### src/rtl/rss_pkg.sv
`timescale 1ns / 1ps

package rss_pkg;

    // configuration port
    localparam int CFG_IDX_W  = 2;
    localparam int CFG_DATA_W = 2;

    localparam logic [CFG_IDX_W-1:0] CFG_SORT_KEY   = 2'd0;
    localparam logic [CFG_IDX_W-1:0] CFG_DESCENDING = 2'd1;

    // sort key codes
    localparam logic [1:0] KEY_ID    = 2'd0;
    localparam logic [1:0] KEY_AGE   = 2'd1;
    localparam logic [1:0] KEY_SCORE = 2'd2;

    localparam int KEY_W  = 32;
    localparam int STEP_W = 4;

    typedef logic [STEP_W-1:0] step_t;

    typedef struct packed {
        logic [15:0] record_tag;
        logic [31:0] student_key_id;
        logic [6:0]  age_years;
        logic [15:0] score_tenths;
        logic        last_record;
    } in_item_t;

    typedef struct packed {
        logic [15:0] out_tag;
        logic [31:0] out_id;
        logic [6:0]  out_age;
        logic [15:0] out_score;
        logic        out_last;
    } out_item_t;

    // one stored record
    typedef struct packed {
        logic [15:0] tag;
        logic [31:0] id;
        logic [6:0]  age;
        logic [15:0] score;
    } rec_t;

    localparam int REC_W = $bits(rec_t);

    typedef enum logic [1:0] {
        ADDR_I,
        ADDR_J,
        ADDR_J_NEXT,
        ADDR_EMIT
    } addr_sel_t;

    typedef enum logic [1:0] {
        WR_NONE,
        WR_LOAD,
        WR_I_FROM_M,
        WR_M_FROM_I
    } wr_sel_t;

    typedef enum logic [2:0] {
        C_ALWAYS,
        C_LAST_IN,
        C_PASS_DONE,
        C_SCAN_DONE,
        C_EMIT_DONE,
        C_OUT_FREE
    } cond_t;

    // one control word of the sequencer program
    typedef struct packed {
        logic      in_rdy;
        addr_sel_t addr_sel;
        wr_sel_t   wr_sel;
        logic      ld_i0;
        logic      ld_first;
        logic      ld_min;
        logic      scan;
        logic      inc_i;
        logic      ld_k0;
        logic      put;
        logic      clr_cnt;
        cond_t     cond;
        step_t     tgt_t;
        step_t     tgt_f;
    } ctl_t;

    // datapath flags seen by the sequencer
    typedef struct packed {
        logic last_in;
        logic pass_done;
        logic scan_done;
        logic emit_done;
        logic out_free;
    } stat_t;

    function automatic logic [KEY_W-1:0] key_of(input rec_t r, input logic [1:0] sel);
        logic [KEY_W-1:0] k;
        case (sel)
            KEY_ID:    k = r.id;
            KEY_AGE:   k = KEY_W'(r.age);
            KEY_SCORE: k = KEY_W'(r.score);
            default:   k = r.id;
        endcase
        return k;
    endfunction

endpackage

### src/rtl/rss_seq.sv
`timescale 1ns / 1ps

module rss_seq
    import rss_pkg::*;
(
    input  logic  clk,
    input  logic  rst_n,
    input  stat_t stat,
    output ctl_t  ctl
);

    localparam step_t ST_LOAD      = 4'd0;
    localparam step_t ST_INIT      = 4'd1;
    localparam step_t ST_OUTER     = 4'd2;
    localparam step_t ST_READ_I    = 4'd3;
    localparam step_t ST_SCAN      = 4'd4;
    localparam step_t ST_SWAP_A    = 4'd5;
    localparam step_t ST_SWAP_B    = 4'd6;
    localparam step_t ST_EMIT_INIT = 4'd7;
    localparam step_t ST_EMIT_CHK  = 4'd8;
    localparam step_t ST_EMIT_PUT  = 4'd9;
    localparam step_t ST_DONE      = 4'd10;

    // program rom
    function automatic ctl_t rom(input step_t s);
        ctl_t w;
        w          = '0;
        w.addr_sel = ADDR_I;
        w.wr_sel   = WR_NONE;
        w.cond     = C_ALWAYS;
        w.tgt_t    = ST_LOAD;
        w.tgt_f    = ST_LOAD;
        case (s)
            ST_LOAD:
            begin
                w.in_rdy = 1'b1;
                w.wr_sel = WR_LOAD;
                w.cond   = C_LAST_IN;
                w.tgt_t  = ST_INIT;
                w.tgt_f  = ST_LOAD;
            end
            ST_INIT:
            begin
                w.ld_i0 = 1'b1;
                w.tgt_t = ST_OUTER;
            end
            ST_OUTER:
            begin
                w.addr_sel = ADDR_I;
                w.ld_first = 1'b1;
                w.cond     = C_PASS_DONE;
                w.tgt_t    = ST_EMIT_INIT;
                w.tgt_f    = ST_READ_I;
            end
            ST_READ_I:
            begin
                w.addr_sel = ADDR_J;
                w.ld_min   = 1'b1;
                w.tgt_t    = ST_SCAN;
            end
            ST_SCAN:
            begin
                w.addr_sel = ADDR_J_NEXT;
                w.scan     = 1'b1;
                w.cond     = C_SCAN_DONE;
                w.tgt_t    = ST_SWAP_A;
                w.tgt_f    = ST_SCAN;
            end
            ST_SWAP_A:
            begin
                w.wr_sel = WR_I_FROM_M;
                w.tgt_t  = ST_SWAP_B;
            end
            ST_SWAP_B:
            begin
                w.wr_sel = WR_M_FROM_I;
                w.inc_i  = 1'b1;
                w.tgt_t  = ST_OUTER;
            end
            ST_EMIT_INIT:
            begin
                w.ld_k0 = 1'b1;
                w.tgt_t = ST_EMIT_CHK;
            end
            ST_EMIT_CHK:
            begin
                w.addr_sel = ADDR_EMIT;
                w.cond     = C_EMIT_DONE;
                w.tgt_t    = ST_DONE;
                w.tgt_f    = ST_EMIT_PUT;
            end
            ST_EMIT_PUT:
            begin
                w.addr_sel = ADDR_EMIT;
                w.put      = 1'b1;
                w.cond     = C_OUT_FREE;
                w.tgt_t    = ST_EMIT_CHK;
                w.tgt_f    = ST_EMIT_PUT;
            end
            ST_DONE:
            begin
                w.clr_cnt = 1'b1;
                w.tgt_t   = ST_LOAD;
            end
            default:
            begin
                w.tgt_t = ST_LOAD;
            end
        endcase
        return w;
    endfunction

    step_t pc_reg;
    step_t pc_next;
    logic  taken;

    assign ctl = rom(pc_reg);

    always_comb
    begin
        case (ctl.cond)
            C_ALWAYS:    taken = 1'b1;
            C_LAST_IN:   taken = stat.last_in;
            C_PASS_DONE: taken = stat.pass_done;
            C_SCAN_DONE: taken = stat.scan_done;
            C_EMIT_DONE: taken = stat.emit_done;
            C_OUT_FREE:  taken = stat.out_free;
            default:     taken = 1'b1;
        endcase
        pc_next = taken ? ctl.tgt_t : ctl.tgt_f;
    end

    always_ff @(posedge clk or negedge rst_n)
    begin
        if (!rst_n)
        begin
            pc_reg <= ST_LOAD;
        end
        else
        begin
            pc_reg <= pc_next;
        end
    end

endmodule

### config.mk
export PLATFORM = sky130hd
export DESIGN_NAME = rss_seq
export DESIGN_NICKNAME = d
export VERILOG_FILES = /design/src/rtl/rss_pkg.sv /design/src/rtl/rss_seq.sv
export SDC_FILE = /design/constraint.sdc
export NUM_CORES = 1
export LEC_CHECK = 0
export BUFFER_PORTS_ARGS = -buffer_cell sky130_fd_sc_hd__buf_2
export CAP_MARGIN = 30
export CORE_MARGIN = 1.5
export CORE_UTILIZATION = 26
export CTS_CLUSTER_SIZE = 24
export DETAILED_ROUTE_END_ITERATION = 6
export GPL_ROUTABILITY_DRIVEN = 0
export GPL_TIMING_DRIVEN = 0
export SLEW_MARGIN = 10
export SYNTH_ARGS = -nofsm -noshare
export SYNTH_HDL_FRONTEND = slang
export SYNTH_SLANG_ARGS = --single-unit
### constraint.sdc
create_clock -name clk -period 2.3 [get_ports clk]
set_clock_uncertainty 0.05 [all_clocks]
set_input_delay 0.46 -clock clk [delete_from_list [all_inputs] [get_ports clk]]
set_output_delay 0.46 -clock clk [all_outputs]
set_load 0.005 [all_outputs]
## Word level (Yosys, flattened, before mapping)

Cells that the tools add are included.

- Register bits: 4
- Output and inout bits: 24
- Logic and storage cells: 36

- Equality and inequality tests: 15
- Multiplexer cells: 16
- Reductions and logical operators: 4

Operators by type and width:

| cell | number |
|---|---|
| $pmux 4 s8 | 1 |
| $eq 4x3->1 const B | 4 |
| $pmux 3 s5 | 1 |
| $eq 4x4->1 const B | 3 |
| $pmux 2 s3 | 2 |
| $pmux 4 s3 | 1 |
| $mux 1 | 9 |
| $eq 4x2->1 const B | 2 |
| $eq 3x2->1 const B | 2 |
| $eq 3x3->1 const B | 2 |
| $reduce_or 2->1 | 3 |
| $pmux 1 s5 | 1 |
| $eq 4x1->1 const B | 1 |
| $logic_not 4->1 | 1 |
| $mux 4 | 1 |
| $eq 3x1->1 const B | 1 |

## Longest topological paths before layout

- Word-level depth: 5
- Gate-level depth with buffers: 6
- Depth with buffers taken out: 6

## Worst setup path after synthesis

OpenSTA, ideal clock, no wires.

- Path kind: reg-to-reg
- Start point: register pc_reg[2]
- End point: register pc_reg[0]
- Setup time: 0.128 ns
- Data arrival time: 1.506 ns
- Required time: 2.122 ns
- Setup slack: 0.616 ns
- Cell stages (with the launch flop): 7
- Buffers on the path: 0
- Period minus slack after synthesis: 1.684 ns
- Cell sequence: dfrtp_1 nand2b_2 or2_4 clkinv_2 a211oi_1 a221oi_2 mux2_1

- Cells in the longest elaborated chain, start to end: 5
- Elaborated cells on any way between the ends: 23

Ends and longest elaborated chain:

| element | RTL line | RTL |
|---|---|---|
| from (decl) | rss_seq.sv:113 | `step_t pc_reg;` |
| from (signal assigned) | rss_seq.sv:141 | `pc_reg <= pc_next;` |
| $eq 4x4->1 (tied with other cells) | rss_seq.sv:33 | `case (s)` |
| $pmux 3 s5 | rss_seq.sv:33 |  |
| $eq 3x3->1 (tied with other cells) | rss_seq.sv:121 | `case (ctl.cond)` |
| $pmux 1 s5 | rss_seq.sv:121 |  |
| $mux 4 * | rss_seq.sv:130 | `pc_next = taken ? ctl.tgt_t : ctl.tgt_f;` |
| via pc_next[0] | rss_seq.sv:114 | `step_t pc_next;` |

The timed path passes the listed nets; every way through them passes the cells marked *.

==> impl_metrics.tcl <==
set metrics [dict create \
    final.setup.tns_ns 0 \
    die_h_um 42.5 \
    worst-path-max-fanout 4 \
    drv_slew 0 \
    min_period_ns 2.05 \
    grt_max_degree 11 \
    clock_sinks 4 \
    fillerInstances 171 \
    multi_input_area_sq_um 268 \
    route.detailed.drc 0 \
    post_drt_wl_per_cell_um 10.8 \
    power.switching_mw 0.403 \
    regArea_sq_um 100 \
    cts_tree "built" \
    core-area_sq_um 1490 \
    cp_top_family "simple AND/OR/NAND/NOR gates" \
    finalSetupViolCount 0 \
    drive_gt1_frac 0.494 \
    synth_top_area_cell "dfrtp_1" \
    overflow 0 \
    p_clk_frac 0.097 \
    ys_ff_latch 4 \
    yosys-top-cells-area "dfrtp_1, nor2_1, mux2_1" \
    largest_reg_flops 4 \
    crit_top_cell "or2_2" \
    intPower_mw 0.477 \
    final_antenna_net_count 0 \
    grt_pass1_wl_um 1820 \
    setup_slack_ns 0.246 \
    clock_latency_ns 0.23 \
    dr_total_vias 495 \
    ys_seq_area_frac 0.246 \
    die_x_um 42.5 \
    cap_violations 0 \
    grt_usage 0.132 \
    crit_path_end_kind "output pin" \
    clockRootBuffer "clkbuf_4" \
    clk_pin_slew_ns 0.04 \
    syn_to_final_growth_pct 49.8 \
    status "finished clean" \
    fp-row-count 14 \
    max_slew_margin 0.733 \
    rsz0062_at_grt "false" \
    slowest_delay_ns 0.37 \
    yosysUniqueCellTypes 24 \
    worst_slew_pin_slew_ns 0.397 \
    cp.depth 4 \
    r2r_cells 6 \
    synth-main-ff-cell "dfrtp_1" \
    r2r_end "pc_reg[1]" \
    yosys_warnings 0 \
    final_common_cell "buf_2" \
    first_pass_iters 3 \
    async_flop_share 1.00 \
    cp-start-kind "flip-flop" \
    arrival_ns 1.54 \
    seq_power_share 0.136 \
    antenna_found_initial 0 \
    hp-class "input pin to async pin" \
    cp.buffers_inverters 1 \
    synth_nets 62 \
    clockBufferDepth 2 \
    p_comb_frac 0.767 \
    antenna-diode-count 0 \
    numCtsBuffers 3 \
    criticalPathCategory "flip-flop to output pin" \
    vias_per_cell 4.71 \
    hpwlAfterDp_um 904 \
    place_ws_ns 0.449 \
    wirelength_um 1130 \
    path_cells "or2_2 > nor3_1 > or2_2 > buf_2" \
    p_leak_nw 0.362 \
    fmax_mhz 487 \
    utilization 0.409 \
    rr_startpoint "pc_reg[1]" \
    final_cell_mix "buf_2, nor2_1, nor3_1" \
    syn_area_per_cell_sq_um 7.39 \
    critPathSlowestCell "dfrtp_1" \
    power_density_nw_per_um2 1440 \
    peakVddDrop_v 0.000778 \
    die_area_sq_um 1810 \
    min_period_over_period 0.893 \
    drt_iter0_markers 8 \
    port_buffers 30 \
    ios 31 \
    ff2ff_setup_slack_ns 0.46 \
    hold_violations 0 \
    synthesis.area_sq_um 407 \
    synth_cells 55 \
    cp.required_ns 1.79 \
    cts_max_level 1 \
    synth-edff-count 0 \
    start_util 0.273 \
    p_sw_frac 0.458 \
    grt_pass1_vias 449 \
    yosysTopAreaCellShare 0.246 \
    layout.nets 98 \
]
metrics by stage:
step                      std cells  hold WS (ns)  power [mW]  area, sq um
after global routing            105         0.516       0.970          609
final                           105         0.508       0.880          609
after CTS                       105         0.498       0.895          609
after floorplan                  55         0.114       0.550          407
after detailed placement        101         0.218       0.798          577
after global placement          101         0.218       0.791          577
worst max-delay path by stage:
stage,slack (ns),startpoint,to
after floorplan,0.62,pc_reg[2],pc_reg[0]
after detailed placement,0.45,pc_reg[1],pc_reg[0]
final,0.25,pc_reg[1],ctl[19]
after global routing,0.14,pc_reg[1],ctl[19]
after CTS,0.22,pc_reg[1],ctl[19]
after global placement,0.47,pc_reg[0],pc_reg[0]
power by group through the flow:
| stage | registers (mW) | clock network [mW] | logic (mW) |
|---|---|---|---|
| after floorplan | 0.114 | 0 | 0.436 |
| after global placement | 0.119 | 0 | 0.673 |
| after detailed placement | 0.120 | 0 | 0.678 |
| after CTS | 0.119 | 0.0914 | 0.684 |
| after global routing | 0.122 | 0.0981 | 0.750 |
| final | 0.119 | 0.0857 | 0.675 |
per-layer routing:
layer  wire, um  part of all wire  vias to the layer above  global-route usage
met2        493              0.44                       22               0.206
met1        548              0.49                      217               0.165
met4          0                 0                        0              0.0375
met3         86             0.076                        0              0.0560
li1           -                 -                      256                   -
met5          0                 0                        -                   0
cell type report:
class,count,area share
multi-input cells,43,0.439
clock buffers,3,0.0370
flip-flops and latches,4,0.164
plain buffers,5,0.0431
well taps,16,0.0329
inverters,3,0.0205
repair buffers,31,0.263
Yosys cell counts, types with 2 or more instances:
master    number
nor2_1        11
nor3_1         6
dfrtp_1        4
nand2b_1       4
o21ai_0        4
buf_2          3
mux2_1         3
a211oi_1       2
inv_1          2
or2_2          2
cells by family after synthesis:
family	Yosys count	share of synthesized area
multiplexers	5	0.135
AO/OA/AOI/OAI	9	0.151
flip-flops	4	0.246
buffers and inverters	8	0.0954
AND/OR/NAND/NOR	28	0.351
XOR/XNOR	1	0.0215
what timing repair did:
action                    4_1_cts  5_1_grt
resized for setup               0        0
hold buffers                    1        0
buffers inserted                0        0
hold endpoints to repair        4        0
(Power assumes the default switching activity.)
